==> src/pcc_pkg.sv <==
// Shared types and constants for the plane crossing counter.
package pcc_pkg;

	// pi/2 in Q2.30 (pi/2 * 2^30), rescaled to the angle width with rounding
	localparam logic [63:0] HALF_PI_Q30 = 64'd1686629713;

	// Configuration register indexes
	typedef enum logic [1:0] {
		CFG_UPDATE_EVERY     = 2'd0,
		CFG_UPDATE_AT_START  = 2'd1,
		CFG_UPDATE_AT_FINISH = 2'd2,
		CFG_BAND_HALF_WIDTH  = 2'd3
	} cfg_index_t;

	// Termination codes
	typedef enum logic [1:0] {
		TERM_CONTINUE = 2'd0,
		TERM_HORIZON  = 2'd1,
		TERM_BOUNDARY = 2'd2,
		TERM_OTHER    = 2'd3
	} term_code_t;

	localparam int CFG_DATA_W   = 16;
	localparam int UPDATE_W     = 16;
	localparam int BAND_W       = 15;
	localparam int PASS_COUNT_W = 16;

endpackage

==> src/plane_crossing_counter_unit.sv <==
// Plane crossing counter: decimates polar-angle samples and counts equator crossings.
//
// One polar-angle sample enters per transfer on the s_ group and produces exactly one
// result transfer on the m_ group. A sample is used when the decimation counter reaches
// update_every, or, with update_every at zero, at the start step and/or at any
// terminating step as configured. A used sample farther than band_half_width from pi/2
// is compared with the last stored outside-band sample; a change of side adds one to a
// saturating pass count, limited to +-(2^(COUNT_BITS-1)-1). A zero angle is stored as an
// invalid reference, so the next outside-band sample counts nothing. A horizon
// termination negates the count after the step. Angles are unsigned fixed point with
// pi = round(pi * 2^(ANGLE_BITS-2)), 51472 at 16 bits. Throughput is one sample per clock
// while m_tready stays high; a stalled result register holds the sample in the input
// register. A sample sits in the input register, then the compare/count logic loads the
// result register, which drives m_tvalid. The count state updates as a sample moves into
// the result register, so back-to-back samples see each other's effect. Configuration
// writes take effect at the next clock and are meant for idle time.
module plane_crossing_counter_unit
	import pcc_pkg::*;
#(
	parameter int ANGLE_BITS = 16,
	parameter int COUNT_BITS = 16
) (
	input  logic                                 clk,
	input  logic                                 arst_n,
	// configuration write port
	input  logic                                 cfg_we,
	input  logic [1:0]                           cfg_addr,
	input  logic [CFG_DATA_W-1:0]                cfg_data,
	// sample input
	input  logic                                 s_tvalid,
	output logic                                 s_tready,
	input  logic [((ANGLE_BITS+7)/8)*8-1:0]      s_tdata,  // [ANGLE_BITS-1:0] theta, rest zero
	input  logic [2:0]                           s_tuser,  // [0] at_start, [2:1] term_code
	// result output
	output logic                                 m_tvalid,
	input  logic                                 m_tready,
	output logic [PASS_COUNT_W-1:0]              m_tdata,  // [15:0] pass_count (signed)
	output logic [1:0]                           m_tuser   // [0] sample_used, [1] crossed
);

	// pi/2 rescaled from Q30 to the angle scale, rounded to nearest
	localparam int SH = 32 - ANGLE_BITS;
	localparam logic [63:0] HALF_RND = (SH > 0) ? (64'd1 << (SH - 1)) : 64'd0;
	localparam logic [63:0] HALF_PI_WIDE = (HALF_PI_Q30 + HALF_RND) >> SH;
	localparam logic [ANGLE_BITS-1:0] HALF_PI = HALF_PI_WIDE[ANGLE_BITS-1:0];

	// compare widths
	localparam int MAG_W = (ANGLE_BITS > BAND_W) ? ANGLE_BITS : BAND_W;
	localparam int CNT_CMP_W = (COUNT_BITS > UPDATE_W) ? COUNT_BITS : UPDATE_W;

	// largest count magnitude
	localparam logic signed [COUNT_BITS-1:0] COUNT_MAX =
		COUNT_BITS'((64'd1 << (COUNT_BITS - 1)) - 64'd1);

	// configuration registers
	logic [UPDATE_W-1:0] update_every_q;
	logic                update_at_start_q;
	logic                update_at_finish_q;
	logic [BAND_W-1:0]   band_half_width_q;

	// tracking state
	logic [COUNT_BITS-1:0]        step_counter_q;
	logic                         last_side_above_q;
	logic                         last_valid_q;
	logic signed [COUNT_BITS-1:0] crossing_count_q;

	// input stage
	logic                  valid_s1;
	logic [ANGLE_BITS-1:0] theta_s1;
	logic                  start_s1;
	term_code_t            term_s1;

	// result register
	logic                    out_valid_q;
	logic [PASS_COUNT_W-1:0] pass_count_q;
	logic                    used_q;
	logic                    crossed_q;

	// datapath
	logic                         advance;
	logic                         fire;
	logic [COUNT_BITS-1:0]        step_inc;
	logic                         used;
	logic                         above;
	logic [ANGLE_BITS-1:0]        mag;
	logic                         outside;
	logic                         crossed;
	logic signed [COUNT_BITS-1:0] count_inc;
	logic signed [COUNT_BITS-1:0] count_next;
	logic signed [31:0]           count_ext;

	// result register frees up when empty or being taken
	assign advance  = !out_valid_q || m_tready;
	assign s_tready = !valid_s1 || advance;
	assign fire     = valid_s1 && advance;

	always_ff @(posedge clk or negedge arst_n) begin
		if (!arst_n) begin
			update_every_q     <= UPDATE_W'(1);
			update_at_start_q  <= 1'b0;
			update_at_finish_q <= 1'b0;
			band_half_width_q  <= '0;
		end else if (cfg_we) begin
			case (cfg_index_t'(cfg_addr))
				CFG_UPDATE_EVERY:     update_every_q     <= cfg_data[UPDATE_W-1:0];
				CFG_UPDATE_AT_START:  update_at_start_q  <= cfg_data[0];
				CFG_UPDATE_AT_FINISH: update_at_finish_q <= cfg_data[0];
				CFG_BAND_HALF_WIDTH:  band_half_width_q  <= cfg_data[BAND_W-1:0];
				default: ;
			endcase
		end
	end

	// input register
	always_ff @(posedge clk or negedge arst_n) begin
		if (!arst_n) begin
			valid_s1 <= 1'b0;
		end else if (s_tready) begin
			valid_s1 <= s_tvalid;
		end
	end

	always_ff @(posedge clk) begin
		if (s_tready && s_tvalid) begin
			theta_s1 <= s_tdata[ANGLE_BITS-1:0];
			start_s1 <= s_tuser[0];
			term_s1  <= term_code_t'(s_tuser[2:1]);
		end
	end

	// decimation
	assign step_inc = step_counter_q + COUNT_BITS'(1);

	always_comb begin
		if (update_every_q != '0) begin
			used = CNT_CMP_W'(step_inc) >= CNT_CMP_W'(update_every_q);
		end else begin
			used = (update_at_start_q && start_s1) ||
			       (update_at_finish_q && (term_s1 != TERM_CONTINUE));
		end
	end

	// side and dead band; the midpoint itself is never outside
	assign above   = theta_s1 > HALF_PI;
	assign mag     = above ? (theta_s1 - HALF_PI) : (HALF_PI - theta_s1);
	assign outside = MAG_W'(mag) > MAG_W'(band_half_width_q);
	assign crossed = used && outside && last_valid_q && (above != last_side_above_q);

	// saturating increment, then negate on horizon
	assign count_inc  = (crossed && (crossing_count_q < COUNT_MAX)) ?
	                    crossing_count_q + COUNT_BITS'(1) : crossing_count_q;
	assign count_next = (term_s1 == TERM_HORIZON) ? -count_inc : count_inc;
	assign count_ext  = 32'(count_next);

	always_ff @(posedge clk or negedge arst_n) begin
		if (!arst_n) begin
			step_counter_q    <= '0;
			last_side_above_q <= 1'b0;
			last_valid_q      <= 1'b0;
			crossing_count_q  <= '0;
		end else if (fire) begin
			if (update_every_q != '0) begin
				step_counter_q <= used ? '0 : step_inc;
			end
			if (used && outside) begin
				last_side_above_q <= above;
				last_valid_q      <= theta_s1 != '0;
			end
			crossing_count_q <= count_next;
		end
	end

	// result register
	always_ff @(posedge clk or negedge arst_n) begin
		if (!arst_n) begin
			out_valid_q <= 1'b0;
		end else if (advance) begin
			out_valid_q <= valid_s1;
		end
	end

	always_ff @(posedge clk) begin
		if (fire) begin
			pass_count_q <= count_ext[PASS_COUNT_W-1:0];
			used_q       <= used;
			crossed_q    <= crossed;
		end
	end

	assign m_tvalid = out_valid_q;
	assign m_tdata  = pass_count_q;
	assign m_tuser  = {crossed_q, used_q};

endmodule
==> config.mk <==
export PLATFORM = sky130hd
export DESIGN_NAME = plane_crossing_counter_unit
export DESIGN_NICKNAME = d
export VERILOG_FILES = /design/src/pcc_pkg.sv /design/src/plane_crossing_counter_unit.sv
export SDC_FILE = /design/constraint.sdc
export NUM_CORES = 1
export LEC_CHECK = 0
export ABC_AREA = 1
export BUFFER_PORTS_ARGS = -buffer_cell sky130_fd_sc_hd__buf_2
export CAP_MARGIN = 20
export CORE_ASPECT_RATIO = 2
export CORE_UTILIZATION = 30
export CTS_CLUSTER_SIZE = 20
export DETAILED_ROUTE_END_ITERATION = 7
export GPL_TIMING_DRIVEN = 1
export PLACE_DENSITY_LB_ADDON = 0.3
export SLEW_MARGIN = 5
export SYNTH_ARGS = -nofsm -noshare
export SYNTH_HDL_FRONTEND = slang
export SYNTH_SLANG_ARGS = --single-unit
==> constraint.sdc <==
create_clock -name clk -period 12.9 [get_ports clk]
set_input_delay 0.645 -clock clk [delete_from_list [all_inputs] [get_ports clk]]
set_output_delay 0.645 -clock clk [all_outputs]
set_load 0.01 [all_outputs]
==> flow_summary.yaml <==
routing:
  wirelength_mm: 17.1
  dr.pass1.iters: 5
  via_per_inst: 4.65
  wl_met3_um: 524
  wl_per_cell_um: 14.3
  ant_nets: 0
  routed.top_layer: "met4"
  drc: 0
  vias: 5575
  wl_met2_mm: 9.38
  drt_iter0_markers: 216
  met1Wirelength_mm: 6.37
placement:
  dp_hpwl_mm: 13.4
  portBuffers: 61
  placed_cell_area_um2: 7320
  place.gp.congestion: 0.951
  preCtsSetupSlack_ns: 7.46
cells_and_area:
  syn_to_final_growth_pct: 13.7
  drive_gt1_frac: 0.129
  utilization: 0.348
  fin_area_um2: 7670
  diodes: 0
  final_common_cell: "nand2_1"
  n_fill_cell: 2318
  nNetsFinal: 998
  mostFrequentLayoutCells: "nand2_1, inv_1, o21ai_0, dfrtp_1, buf_2"
clock_network:
  cts.htree.levels: 3
  clk_latency_ns: 0.37
  cts_buffers: 9
  clockRootBuffer: "clkbuf_16"
  post_cts_buffers: 0
  clock-sinks: 106
  hold_buffers: 0
  clk_path_buf_depth: 2
  clkTransAtPathRegs_ns: 0.08
  ctsResizeCount: 0
  cts_tree: "yes"
power_and_ir_drop:
  total_leakage_power_uw: 0.00387
  irDropWorstVdd_mv: 0.0676
  cellPowerDensity_nw_per_um2: 174
synth:
  syn_inst: 861
  synth_seq_area_share: 0.421
  synthDistinctLibCells: 44
  synth.avg_cell_area_um2: 7.84
  synthSimpleGateAreaFrac: 0.243
  syn-cell-area_um2: 6750
  synth.area.mux_share: 0
  synthXorXnorAreaFrac: 0.0636
  synth_compound_area_frac: 0.100
  yosysWarningCount: 0
  synth-adder-area-share: 0.0705
  synth-seq-cells: 106
  syn-num-nets: 941
  synth_top_family_by_area: "simple AND/OR/NAND/NOR gates"
run:
  cap_viol_max_count: 0
worst_setup_path:
  worstPathRequired_ns: 13.02
  critPathMaxFanout: 30
  cp-end-kind: "register"
  start_kind: "register"
  worstSetupPathType: "register to register"
  arrival_ns: 5.58
sta:
  finalMaxSlewViolations: 0
  fin_crit_sh: 0.424
  min_period_ns: 5.46
  rsz0062_at_grt: "no"
  max-slew-margin-rel: 0.354
  timing.fmax_ghz: 0.183
  tns_ns: 0
  worstMarginPinSlew_ns: 0.966
  fin_skew_ns: 0.0118
  setup_ws_ns: 7.44
  finalSetupViolCount: 0
  hold_viol_final: 0
  whs_ns: 0.452
global_routing:
  grt_pass1_wl_mm: 27.9
  overflow: 0
  grt_max_degree: 70
  antenna_found_initial: 0
  grt_pass1_vias: 5628
  grt_use_total: 0.160
floorplan:
  die_h_um: 214
  rows: 77
  die_x_um: 108
  design.core.area_um2: 22100
  initial_core_util: 0.306
  ios: 62
  die_area_um2: 23100
worst_hold_path:
  holdCritPathClass: "input port to register"
status:
  status: "completed"
## synthesized netlist by cell type, drive strengths merged
library cell  number  area share
nand3b             3      0.0033
a31oi              2      0.0019
dfrtp             68        0.25
o21ai             85       0.066
nor3               9      0.0074
nor4               5      0.0046
edfxtp            37        0.16
a21o               2      0.0022
xor2              42       0.058
nand3             47       0.036
inv              155       0.086
a221oi             1      0.0013
ha                38       0.070
o21a               1      0.0011
nor2              65       0.044
a22oi              2      0.0022
or4                1      0.0011
o22ai              9      0.0083
or2                1     0.00093
clkbuf            13      0.0072
and3               1     0.00093
nand4             11       0.012
buf                7      0.0087
a21oi             19       0.017
and2               4      0.0037
dfstp              1      0.0039
nand2            228        0.13
xnor2              4      0.0052
## through the flow
step	std cells	power, µW
after global placement	1182	1030
final	1199	1330
after CTS	1198	1350
after floorplan	861	876
after detailed placement	1182	1030
after global routing	1199	1440
## cell families after synthesis
logic type,count (synthesis)
buf+inv,175
flops,106
compound gates,121
simple gates,375
xor+xnor,46
fa+ha+maj,38
## routing by layer
| metal | vias up | global-route usage |
|---|---|---|
| met2 | 104 | 0.293 |
| met3 | 44 | 0.0289 |
| met1 | 2575 | 0.161 |
| met5 | - | 0 |
| li1 | 2852 | - |
| met4 | 0 | 0.0982 |
## critical path, stage by stage (launching register included)
cell and delay [ns]:
dfrtp_1 0.39, inv_1 0.07, nor3_1 0.27, nand3_1 0.16
nor3_1 0.33, nand4_1 0.16, nor2_1 0.12, inv_1 0.06
nor2_1 0.16, nand4_1 0.13, xor2_1 0.20, inv_1 0.06
ha_1 0.29, nand2_1 0.05, inv_1 0.06, nand3_1 0.08
nor3_1 0.20, nand3_1 0.10, nand3_1 0.09, nand2_1 0.08
nand2_1 0.33, nand4_4 0.50, o21ai_2 0.32, ha_1 0.22
nand3_1 0.14, o21ai_2 0.28, nand4_1 0.14, and2_1 0.20
## sequential cells by signal (all words and copies together), names as in the netlist, 2 cells and up
| signal | flops |
|---|---|
| band_half_width_q | 15 |
| crossing_count_q | 16 |
| m_tdata | 16 |
| step_counter_q | 16 |
| term_s1 | 2 |
| theta_s1 | 16 |
| update_every_q | 16 |
## report_power, final
| part | internal, µW | switching [µW] | total, µW | leakage (µW) |
|---|---|---|---|---|
| combinational | 184 | 326 | 509 | 0.00247 |
| sequential | 443 | 70.3 | 513 | 0.00124 |
| clock | 176 | 136 | 311 | 0.000165 |
| total | 803 | 532 | 1330 | 0.00387 |
## final cells by class
cell class,instances,area [µm²],area share
clock buffer,11,275,0.0359
clock inverter,5,60.1,0.00783
inverter,155,582,0.0758
multi-input combinational,580,3220,0.420
sequential,106,2840,0.370
tap,276,345,0.0450
timing repair buffer,66,350,0.0457
## worst paths after layout
path	start	to	slack [ns]	cells past startpoint
min reg2reg	last_valid_q$_DFFE_PN0P_	last_valid_q$_DFFE_PN0P_	0.48	1
max	step_counter_q[2]$_DFFE_PN0P_	m_tdata[14]$_DFFE_PP_	7.44	27
max in group asynchronous	arst_n	valid_s1$_DFFE_PN0N_	11.76	2
min in group asynchronous	arst_n	band_half_width_q[8]$_DFFE_PN0P_	0.47	2
min	s_tuser[2]	term_s1[1]$_DFFE_PP_	0.45	1
max reg2reg	step_counter_q[2]$_DFFE_PN0P_	m_tdata[14]$_DFFE_PP_	7.44	27
(Power assumes the default switching activity.)
